<file path="src/jvts_pkg.sv">
`default_nettype none

package jvts_pkg;

    // Fixed payload geometry
    localparam int MAXJ       = 7;
    localparam int POS_W      = 32;
    localparam int TIME_W     = 48;
    localparam int MAX_FRAC   = 24;
    localparam int QX_W       = POS_W + MAX_FRAC;
    localparam int CFG_IDX_W  = 3;
    localparam int S_TDATA_W  = MAXJ * POS_W;
    localparam int M_TDATA_W  = MAXJ * POS_W + TIME_W;
    localparam int M_TUSER_W  = 2;

    localparam logic [TIME_W-1:0] TIME_MAX = {TIME_W{1'b1}};
    localparam logic [QX_W-1:0]   VEL_POS_MAX = QX_W'(32'h7FFF_FFFF);
    localparam logic [QX_W-1:0]   VEL_NEG_MAX = QX_W'(33'h0_8000_0000);

    // Item kinds carried on the slave tuser
    localparam logic CMD_START    = 1'b0;
    localparam logic CMD_WAYPOINT = 1'b1;

    // Bits of the master tuser
    localparam int TU_ZERO_MOVE = 0;
    localparam int TU_SATURATED = 1;

    typedef enum logic [4:0] {
        S_IDLE  = 5'b00001,
        S_DUR   = 5'b00010,
        S_CHECK = 5'b00100,
        S_VEL   = 5'b01000,
        S_FIN   = 5'b10000
    } t_state;

    // Status of the shared divider
    typedef struct packed {
        logic busy;
        logic done;
    } t_div_stat;

endpackage

`default_nettype wire

</file>
<file path="src/joint_velocity_time_scaler_core.sv">
// Joint velocity time scaler.
// Slave stream: one waypoint item per handshake; tdata holds seven signed
// Q.F joint positions, tuser selects a start point (0) or a waypoint (1).
// A start point stores the positions and clears elapsed time, and gives no
// item. A waypoint gives one master item: seven signed Q.F velocities plus
// the 48-bit elapsed time in tdata, zero_move and saturated flags in tuser.
// Config channel: writes velocity limit i at index i; indexes past the
// used joints are dropped. Write only while the block is idle.
// A waypoint runs JOINTS divisions, one per joint, for the segment duration
// through one shared restoring divider, then JOINTS more for the velocities
// if any joint moves (none for a segment with no motion), plus a check step
// and an output load. s_axis_tready is low for the whole run, so the next
// waypoint is accepted only once this one has been loaded for output.
// A finished item sits in the output register; while the receiver stalls,
// the next item may be accepted and computed, and waits before its result
// is loaded. Reset clears stored positions and time, sets all limits to 1.0
// and drops any pending output item.
`default_nettype none

module joint_velocity_time_scaler_core #(
    parameter int JOINTS    = 7,
    parameter int FRAC_BITS = 16
) (
    input  wire                                   i_clk,
    input  wire                                   i_rst_n,
    // tdata: joint_pos_0 [31:0] .. joint_pos_6 [223:192]
    input  wire                                   s_axis_tvalid,
    output logic                                  s_axis_tready,
    input  wire  [jvts_pkg::S_TDATA_W-1:0]        s_axis_tdata,
    // tuser: cmd [0]
    input  wire                                   s_axis_tuser,
    // tdata: joint_vel_0 [31:0] .. joint_vel_6 [223:192], elapsed [271:224]
    output logic                                  m_axis_tvalid,
    input  wire                                   m_axis_tready,
    output logic [jvts_pkg::M_TDATA_W-1:0]        m_axis_tdata,
    // tuser: zero_move [0], saturated [1]
    output logic [jvts_pkg::M_TUSER_W-1:0]        m_axis_tuser,
    input  wire                                   i_cfg_valid,
    output logic                                  o_cfg_ready,
    input  wire  [jvts_pkg::CFG_IDX_W-1:0]        i_cfg_index,
    input  wire  [jvts_pkg::POS_W-1:0]            i_cfg_data
);
    import jvts_pkg::*;

    localparam int IDX_W = (JOINTS > 1) ? $clog2(JOINTS) : 1;
    localparam int NUM_W = POS_W + FRAC_BITS;

    t_state                r_state;
    logic [IDX_W-1:0]      r_idx;
    logic                  r_div_start;
    logic [POS_W-1:0]      r_qd_max [JOINTS];
    logic [POS_W-1:0]      r_prev   [JOINTS];
    logic [POS_W-1:0]      r_mag    [JOINTS];
    logic                  r_neg    [JOINTS];
    logic [POS_W-1:0]      r_vel    [JOINTS];
    logic [TIME_W-1:0]     r_dur;
    logic [TIME_W-1:0]     r_elapsed;
    logic                  r_moving;
    logic                  r_sat;
    logic                  r_out_valid;
    logic [M_TDATA_W-1:0]  r_out_data;
    logic [M_TUSER_W-1:0]  r_out_user;

    logic                  in_acc;
    logic                  last_joint;
    logic [POS_W-1:0]      lim;
    logic [NUM_W-1:0]      div_num;
    logic [TIME_W-1:0]     div_den;
    t_div_stat             div_stat;
    logic [NUM_W-1:0]      div_quot;
    logic [QX_W-1:0]       quot_x;
    logic [POS_W-1:0]      n_mag [JOINTS];
    logic                  n_neg [JOINTS];
    logic                  n_moving;
    logic                  n_div_start;
    logic [TIME_W:0]       time_sum;
    logic [TIME_W-1:0]     n_elapsed;
    logic                  n_time_sat;
    logic                  out_free;
    logic [M_TDATA_W-1:0]  n_out_data;

    assign in_acc        = s_axis_tvalid && s_axis_tready;
    assign s_axis_tready = (r_state == S_IDLE);
    assign o_cfg_ready   = 1'b1;
    assign last_joint    = (r_idx == IDX_W'(JOINTS - 1));
    assign out_free      = !r_out_valid || m_axis_tready;

    // Per-joint delta magnitude and sign against the stored position
    always_comb begin
        n_moving = 1'b0;
        for (int k = 0; k < JOINTS; k++) begin
            logic [POS_W:0] d;
            d = {s_axis_tdata[k*POS_W+POS_W-1], s_axis_tdata[k*POS_W +: POS_W]}
                - {r_prev[k][POS_W-1], r_prev[k]};
            n_neg[k] = d[POS_W];
            n_mag[k] = d[POS_W] ? POS_W'(-d) : d[POS_W-1:0];
            if (n_mag[k] != '0)
                n_moving = 1'b1;
        end
    end

    // Divider operand select: limit pass, then velocity pass
    always_comb begin
        lim     = (r_qd_max[r_idx] == '0) ? POS_W'(1) : r_qd_max[r_idx];
        div_num = {r_mag[r_idx], {FRAC_BITS{1'b0}}};
        div_den = (r_state == S_VEL) ? r_dur : TIME_W'(lim);
        quot_x  = QX_W'(div_quot);
    end

    // Divide launch: first joint on acceptance or after the check step, next joint on each done
    always_comb begin
        case (r_state)
            S_IDLE:  n_div_start = in_acc && (s_axis_tuser == CMD_WAYPOINT);
            S_DUR,
            S_VEL:   n_div_start = div_stat.done && !last_joint;
            S_CHECK: n_div_start = r_moving;
            default: n_div_start = 1'b0;
        endcase
    end

    jvts_div #(
        .NUM_W (NUM_W),
        .DEN_W (TIME_W)
    ) u_div (
        .i_clk   (i_clk),
        .i_rst_n (i_rst_n),
        .i_start (r_div_start),
        .i_num   (div_num),
        .i_den   (div_den),
        .o_stat  (div_stat),
        .o_quot  (div_quot)
    );

    // Saturating elapsed-time update
    always_comb begin
        time_sum   = {1'b0, r_elapsed} + {1'b0, r_dur};
        n_time_sat = r_moving && time_sum[TIME_W];
        if (!r_moving)
            n_elapsed = r_elapsed;
        else if (time_sum[TIME_W])
            n_elapsed = TIME_MAX;
        else
            n_elapsed = time_sum[TIME_W-1:0];
    end

    // Result packing; unused joints read as zero
    always_comb begin
        n_out_data = '0;
        for (int k = 0; k < JOINTS; k++)
            n_out_data[k*POS_W +: POS_W] = r_vel[k];
        n_out_data[MAXJ*POS_W +: TIME_W] = n_elapsed;
    end

    // Velocity limit registers
    always_ff @(posedge i_clk) begin
        if (!i_rst_n) begin
            for (int k = 0; k < JOINTS; k++)
                r_qd_max[k] <= POS_W'(1) << FRAC_BITS;
        end else if (i_cfg_valid && (32'(i_cfg_index) < JOINTS)) begin
            r_qd_max[i_cfg_index[IDX_W-1:0]] <= i_cfg_data;
        end
    end

    // Sequencer
    always_ff @(posedge i_clk) begin
        if (!i_rst_n) begin
            r_state     <= S_IDLE;
            r_idx       <= '0;
            r_div_start <= 1'b0;
            r_elapsed   <= '0;
            r_out_valid <= 1'b0;
            for (int k = 0; k < JOINTS; k++)
                r_prev[k] <= '0;
        end else begin
            r_div_start <= n_div_start;
            if (r_state == S_FIN && out_free)
                r_out_valid <= 1'b1;
            else if (m_axis_tready)
                r_out_valid <= 1'b0;

            case (r_state)
                S_IDLE: begin
                    if (in_acc) begin
                        for (int k = 0; k < JOINTS; k++)
                            r_prev[k] <= s_axis_tdata[k*POS_W +: POS_W];
                        if (s_axis_tuser == CMD_START) begin
                            r_elapsed <= '0;
                        end else begin
                            r_idx   <= '0;
                            r_state <= S_DUR;
                        end
                    end
                end
                S_DUR: begin
                    if (div_stat.done) begin
                        if (last_joint) begin
                            r_state <= S_CHECK;
                        end else begin
                            r_idx <= r_idx + 1'b1;
                        end
                    end
                end
                S_CHECK: begin
                    if (r_moving) begin
                        r_idx   <= '0;
                        r_state <= S_VEL;
                    end else begin
                        r_state <= S_FIN;
                    end
                end
                S_VEL: begin
                    if (div_stat.done) begin
                        if (last_joint) begin
                            r_state <= S_FIN;
                        end else begin
                            r_idx <= r_idx + 1'b1;
                        end
                    end
                end
                S_FIN: begin
                    if (out_free) begin
                        r_elapsed <= n_elapsed;
                        r_state   <= S_IDLE;
                    end
                end
                default: begin
                    r_state <= S_IDLE;
                end
            endcase
        end
    end

    // Per-item working registers
    always_ff @(posedge i_clk) begin
        if (in_acc && (s_axis_tuser == CMD_WAYPOINT)) begin
            r_dur    <= '0;
            r_sat    <= 1'b0;
            r_moving <= n_moving;
            for (int k = 0; k < JOINTS; k++) begin
                r_mag[k] <= n_mag[k];
                r_neg[k] <= n_neg[k];
                r_vel[k] <= '0;
            end
        end else if (r_state == S_DUR && div_stat.done) begin
            // Segment duration: largest per-joint time, clipped to 48 bits
            if (quot_x > QX_W'(TIME_MAX)) begin
                r_sat <= 1'b1;
                r_dur <= TIME_MAX;
            end else if (quot_x[TIME_W-1:0] > r_dur) begin
                r_dur <= quot_x[TIME_W-1:0];
            end
        end else if (r_state == S_CHECK && r_moving && r_dur == '0) begin
            // Motion too small to register: one LSB of time
            r_dur <= TIME_W'(1);
            r_sat <= 1'b1;
        end else if (r_state == S_VEL && div_stat.done) begin
            if (r_neg[r_idx]) begin
                if (quot_x > VEL_NEG_MAX) begin
                    r_sat        <= 1'b1;
                    r_vel[r_idx] <= POS_W'(-VEL_NEG_MAX);
                end else begin
                    r_vel[r_idx] <= POS_W'(-quot_x);
                end
            end else begin
                if (quot_x > VEL_POS_MAX) begin
                    r_sat        <= 1'b1;
                    r_vel[r_idx] <= VEL_POS_MAX[POS_W-1:0];
                end else begin
                    r_vel[r_idx] <= quot_x[POS_W-1:0];
                end
            end
        end
    end

    // Output register
    always_ff @(posedge i_clk) begin
        if (r_state == S_FIN && out_free) begin
            r_out_data               <= n_out_data;
            r_out_user[TU_ZERO_MOVE] <= !r_moving;
            r_out_user[TU_SATURATED] <= r_sat || n_time_sat;
        end
    end

    assign m_axis_tvalid = r_out_valid;
    assign m_axis_tdata  = r_out_data;
    assign m_axis_tuser  = r_out_user;

    // The divider is never running while new items are taken
    a_idle_div: assert property (@(posedge i_clk) disable iff (!i_rst_n)
        (r_state == S_IDLE) |-> !div_stat.busy)
        else $error("divider busy while idle");

    // Joint index stays within the used joints
    a_idx_range: assert property (@(posedge i_clk) disable iff (!i_rst_n)
        (32'(r_idx) < JOINTS))
        else $error("joint index out of range");

    // A zero-motion item carries all-zero velocities
    a_zero_vel: assert property (@(posedge i_clk) disable iff (!i_rst_n)
        (m_axis_tvalid && m_axis_tuser[TU_ZERO_MOVE]) |->
        (m_axis_tdata[MAXJ*POS_W-1:0] == '0))
        else $error("zero-motion item with nonzero velocity");

    // A start point leaves the block ready again in the following cycle
    a_start_fast: assert property (@(posedge i_clk) disable iff (!i_rst_n)
        (in_acc && s_axis_tuser == CMD_START) |=> s_axis_tready)
        else $error("start point did not return to idle");

    // Elapsed time only falls on a start point
    a_time_mono: assert property (@(posedge i_clk) disable iff (!i_rst_n)
        ($past(i_rst_n) && !$past(in_acc && s_axis_tuser == CMD_START)) |->
        (r_elapsed >= $past(r_elapsed)))
        else $error("elapsed time decreased");

    // A divide is launched only from a busy sequencer state
    a_start_state: assert property (@(posedge i_clk) disable iff (!i_rst_n)
        r_div_start |-> (r_state == S_DUR || r_state == S_VEL))
        else $error("divide launched outside a divide pass");

endmodule

`default_nettype wire

</file>
<file path="src/jvts_div.sv">
`default_nettype none

// Restoring divider, one quotient bit per cycle
module jvts_div #(
    parameter int NUM_W = 48,
    parameter int DEN_W = 48
) (
    input  wire                    i_clk,
    input  wire                    i_rst_n,
    input  wire                    i_start,
    input  wire        [NUM_W-1:0] i_num,
    input  wire        [DEN_W-1:0] i_den,
    output jvts_pkg::t_div_stat    o_stat,
    output logic       [NUM_W-1:0] o_quot
);
    import jvts_pkg::*;

    localparam int CNT_W = $clog2(NUM_W + 1);

    logic [NUM_W-1:0] r_quot;
    logic [DEN_W-1:0] r_rem;
    logic [DEN_W-1:0] r_den;
    logic [CNT_W-1:0] r_cnt;
    logic             r_busy;
    logic             r_done;

    logic [DEN_W:0]   rem_sh;
    logic [DEN_W+1:0] diff;
    logic             ge;

    // Trial subtract of the shifted remainder
    always_comb begin
        rem_sh = {r_rem, r_quot[NUM_W-1]};
        diff   = {1'b0, rem_sh} - {2'b00, r_den};
        ge     = ~diff[DEN_W+1];
    end

    // Control
    always_ff @(posedge i_clk) begin
        if (!i_rst_n) begin
            r_busy <= 1'b0;
            r_done <= 1'b0;
            r_cnt  <= '0;
        end else if (i_start) begin
            r_busy <= 1'b1;
            r_done <= 1'b0;
            r_cnt  <= CNT_W'(NUM_W);
        end else if (r_busy) begin
            r_cnt  <= r_cnt - 1'b1;
            r_done <= (r_cnt == CNT_W'(1));
            r_busy <= (r_cnt != CNT_W'(1));
        end else begin
            r_done <= 1'b0;
        end
    end

    // Datapath: numerator shifts out as quotient bits shift in
    always_ff @(posedge i_clk) begin
        if (i_start) begin
            r_quot <= i_num;
            r_rem  <= '0;
            r_den  <= i_den;
        end else if (r_busy) begin
            r_rem  <= ge ? diff[DEN_W-1:0] : rem_sh[DEN_W-1:0];
            r_quot <= {r_quot[NUM_W-2:0], ge};
        end
    end

    assign o_stat.busy = r_busy;
    assign o_stat.done = r_done;
    assign o_quot      = r_quot;

endmodule

`default_nettype wire
</file>
<file path="config.mk">
export PLATFORM = sky130hd
export DESIGN_NAME = joint_velocity_time_scaler_core
export DESIGN_NICKNAME = d
export VERILOG_FILES = /design/src/jvts_pkg.sv /design/src/joint_velocity_time_scaler_core.sv /design/src/jvts_div.sv
export SDC_FILE = /design/constraint.sdc
export NUM_CORES = 2
export LEC_CHECK = 0
export ABC_AREA = 1
export BUFFER_PORTS_ARGS = -buffer_cell sky130_fd_sc_hd__buf_2
export CORE_AREA = 10 10 441 443
export DETAILED_ROUTE_END_ITERATION = 8
export DIE_AREA = 0 0 451 453
export HOLD_SLACK_MARGIN = 0.15
export PLACE_DENSITY_LB_ADDON = 0.05
export RECOVER_POWER = 100
export SYNTH_ARGS = -nofsm -noshare
export SYNTH_HDL_FRONTEND = slang
export SYNTH_SLANG_ARGS = --single-unit
</file>
<file path="constraint.sdc">
create_clock -name i_clk -period 10.55 [get_ports i_clk]
set_clock_uncertainty 0.2 [all_clocks]
set_input_delay 2.6375 -clock i_clk [delete_from_list [all_inputs] [get_ports i_clk]]
set_output_delay 2.6375 -clock i_clk [all_outputs]
set_load 0.01 [all_outputs]
</file>
==> key figures <==
Power and ir drop
  • Static Leak: 45.4 nW
  • Register share of total power: 34.5%
  • Comb pwr share: 39.5%
  • Sw frac: a little over 40%
  • Worst vdd ir: 167 uV
  • Clk pwr share: 26.0%
  • Design Power: 0.0225 W
  • Cell-internal power: 0.0133 W
  • Switching pwr: 0.00925 W
  • Pwr Density: 225 nW/um^2

Global route
  • Gr busiest metal: met2
  • M1 GR Usage: 34.7%
  • Global-route wire length before repair: 449000 um
  • Largest net degree at the start of global routing: 165
  • Initial antenna violation count: 35
  • Vias in the first global route: 75563
  • Met2 Use GR: around half
  • Total GRT Usage: between 20% and 30%
  • GRT met3 Usage: 3.68%
  • Global route total overflow: 0

Yosys
  • Post-synthesis sequential area ratio: between 40 and 50%
  • Synth warnings: 0
  • Mapped Area: 90200 um^2
  • Top-area cell type share of the netlist area: about two fifths
  • Dominant cells by area after synthesis: edfxtp_1 41%, nand2_1 13%, inv_1 8.0%
  • Post-synth EDFFs: 1226
  • Gate Count Post-Synth: 11763
  • Largest area contributor in the netlist: edfxtp_1
  • Post-synthesis async set-or-reset flop share: 0%
  • Synthesized flop and latch total: 1472
  • Count of cell types in the netlist: 72
  • Dominant synthesized flop cell: edfxtp_1
  • Synthesized area per cell: 7.67 um^2

Placement
  • Post-DP HPWL: roughly 230000 um
  • # port buffers: 540
  • RD Place Congestion: 0.942

Worst setup path
  • Setup CP Type: register to register
  • Critical path destination: r_elapsed[43]
  • Worst Path Required: 10.92 ns
  • CP Launch Type: register
  • CP max FO: 50
  • Worst R2R End: r_elapsed[43]
  • Setup slack, reg-to-reg: 2.31 ns
  • Worst Setup SP: r_moving
  • RR Startpoint: r_moving
  • CP endpoint kind: register
  • Critical Path AT: 8.61 ns
  • Reg2reg path depth: 7

Timing
  • Tcrit/Tclk final: 78.1%
  • Fmax: about 0.12 GHz
  • Worst Max-Slew Pin Slew: roughly 4.2 ns
  • Crit path time final: 8.24 ns
  • Post-Route Setup TNS: 0 ns
  • RSZ-0062 raised after global routing: no
  • Setup Viol. Count Final: 0
  • Max-slew violations: 1965
  • Final Hold Vio Count: 0
  • Slew headroom: -180%

Clocking
  • Total CTS buffers: approximately 160
  • Cts hold-fix bufs: 0
  • CTS tree: done
  • # resized after CTS: 0
  • H-tree Lvls: 4
  • Clock root buffer: clkbuf_16
  • Clk buf depth: 3
  • Clock sinks: 1472
  • Post-CTS Setup Inserts: 0
  • Worst skew pair latency: 0.86 ns
  • CTS clk-pin slew, worst paths: 0.06 ns

Cells and area
  • Share of layout cells above drive strength 1: 5.96%
  • Layout area overhead: 11.3%
  • # nets final: between 10000 and 15000

Flow run
  • # Max-Cap Violations: 43

Outcome
  • Failing checks: max-capacitance violations, max-slew violations
  • Outcome: finished, violations left

Route
  • Vias: 78892
  • Routed Antenna Nets: 0
  • 1st-iter DRT viols: 6568
  • DR vias/cell: between 5 and 6
  • Final WL: 298000 um
  • Drt wl/cell: 20.0 um
  • DRC Markers: 0
  • Initial DRT Pass Iterations: 6

Worst hold path
  • Worst hold stages: 0
  • HP Class: register to register

Floorplan
  • Die H: 453 um
  • DIE WIDTH: 451 um
  • Core area: around 190000 um^2
  • Num rows: 158
  • I/O pin count: about 540
  • Die area: 204000 um^2
  • Initial core utilization: between 40% and 50%
-- state kept, by name, indices dropped and copies added (netlist names), 2 cells and up, named ones only --
signal        count
m_axis_tdata    272
r_qd_max        256
r_mag           224
r_prev          224
r_vel           224
r_dur            48
r_elapsed        48
u_div.o_quot     48
u_div.r_den      48
u_div.r_rem      48
r_neg             7
u_div.r_cnt       6
r_state           5
r_idx             3
m_axis_tuser      2
-- layout make-up --
cell class / count / area [um^2]
Antenna cell: 17 / 42.5
Multi-Input combinational cell: 8045 / 39800
Inverter: 1978 / 7430
Timing Repair Buffer: 600 / 2710
Clock inverter: 83 / 1010
Sequential cell: 1472 / 41700
Fill cell: 18153 / 84700
Clock buffer: 224 / 4550
Tap cell: 2480 / 3100
-- per-layer routing --
layer  vias to the layer above  wire, um
met5                         -         0
li1                      39096         -
met3                       542     15700
met2                      2365    145000
met1                     36889    123000
met4                         0     14500
-- Yosys cell counts, types with 52 or more instances --
| master | n |
|---|---|
| xor2_1 | 127 |
| o21ai_0 | 559 |
| nor2_2 | 66 |
| nand4_1 | 125 |
| nor2_1 | 1656 |
| nor3_1 | 83 |
| nand2_1 | 3120 |
| a31oi_1 | 52 |
| o22ai_1 | 92 |
| inv_1 | 1928 |
| ha_1 | 380 |
| edfxtp_1 | 1226 |
| nand3b_1 | 84 |
| a21oi_1 | 541 |
| clkbuf_1 | 219 |
| nand3_1 | 583 |
| dfxtp_1 | 246 |
-- metrics by stage --
| stage | hold slack [ns] | instance area (um^2) | worst slack, ns | std cells | utilization [%] |
|---|---|---|---|---|---|
| 3_5_place_dp | 0.205 | 95400 | 3.46 | 14575 | 51.6 |
| 2_1_floorplan | 0.200 | 90300 | 0.123 | 11794 | - |
| 5_1_grt | 0.209 | 100000 | 1.97 | 14895 | 54.2 |
| 3_3_place_gp | 0.201 | 95400 | 3.43 | 14575 | 51.6 |
| 6_report | 0.204 | 100000 | 2.31 | 14899 | 54.2 |
| 4_1_cts | 0.205 | 101000 | 4.36 | 14882 | 54.6 |
-- worst min path at each step --
stage	start	endpoint	slack (ns)
floorplan	r_vel[0][0]	m_axis_tdata[0]	0.20
global placement	r_vel[4][26]	m_axis_tdata[154]	0.20
detailed placement	r_vel[3][22]	m_axis_tdata[118]	0.20
CTS	r_vel[3][25]	m_axis_tdata[121]	0.20
global route	r_vel[3][25]	m_axis_tdata[121]	0.21
finish	r_vel[3][25]	m_axis_tdata[121]	0.20
-- critical path: stages, from the launching register on --
cell	delay (ns)
edfxtp_1	0.37
clkbuf_1	2.16
inv_1	0.91
nor2_1	2.52
inv_2	1.00
o22a_1	0.57
nand2_1	0.11
a21oi_1	0.07
-- placed cells by master, fill, tap and decap left out, drive strengths merged, types with 49 or more instances in the layout --
cell / netlist / layout
a21oi: 563 / 563
a22oi: 49 / 49
a31oi: 52 / 52
buf: 80 / 290
clkbuf: 219 / 534
clkinv: 0 / 69
dfxtp: 246 / 246
edfxtp: 1226 / 1226
ha: 380 / 380
inv: 1978 / 1973
nand2: 3173 / 3173
nand3: 601 / 601
nand3b: 84 / 84
nand4: 125 / 125
nor2: 1729 / 1729
nor3: 92 / 92
o21ai: 590 / 590
o22ai: 92 / 92
xnor2: 51 / 51
xor2: 127 / 127
-- power by group through the flow --
stage	registers, W	clock network [W]	logic (W)
after floorplan	0.00780	0	0.00621
after global placement	0.00784	0	0.00873
after detailed placement	0.00786	0	0.00882
after CTS	0.00774	0.00596	0.00887
after global routing	0.00784	0.00619	0.00999
final	0.00777	0.00586	0.00890
-- logic make-up after synthesis --
kind of cell	after synthesis	share of synthesized area [%]
muxes	1	0.0111
AOI/OAI and AO/OA	1552	9.78
adders and majority gates	389	5.47
other	2	0.00833
DFF	1472	46.3
xor gates and xnor gates	178	1.74
buffers and inverters	2277	9.69
and+or+nand+nor	5892	27.0
Power figures use the tool's default switching activity.
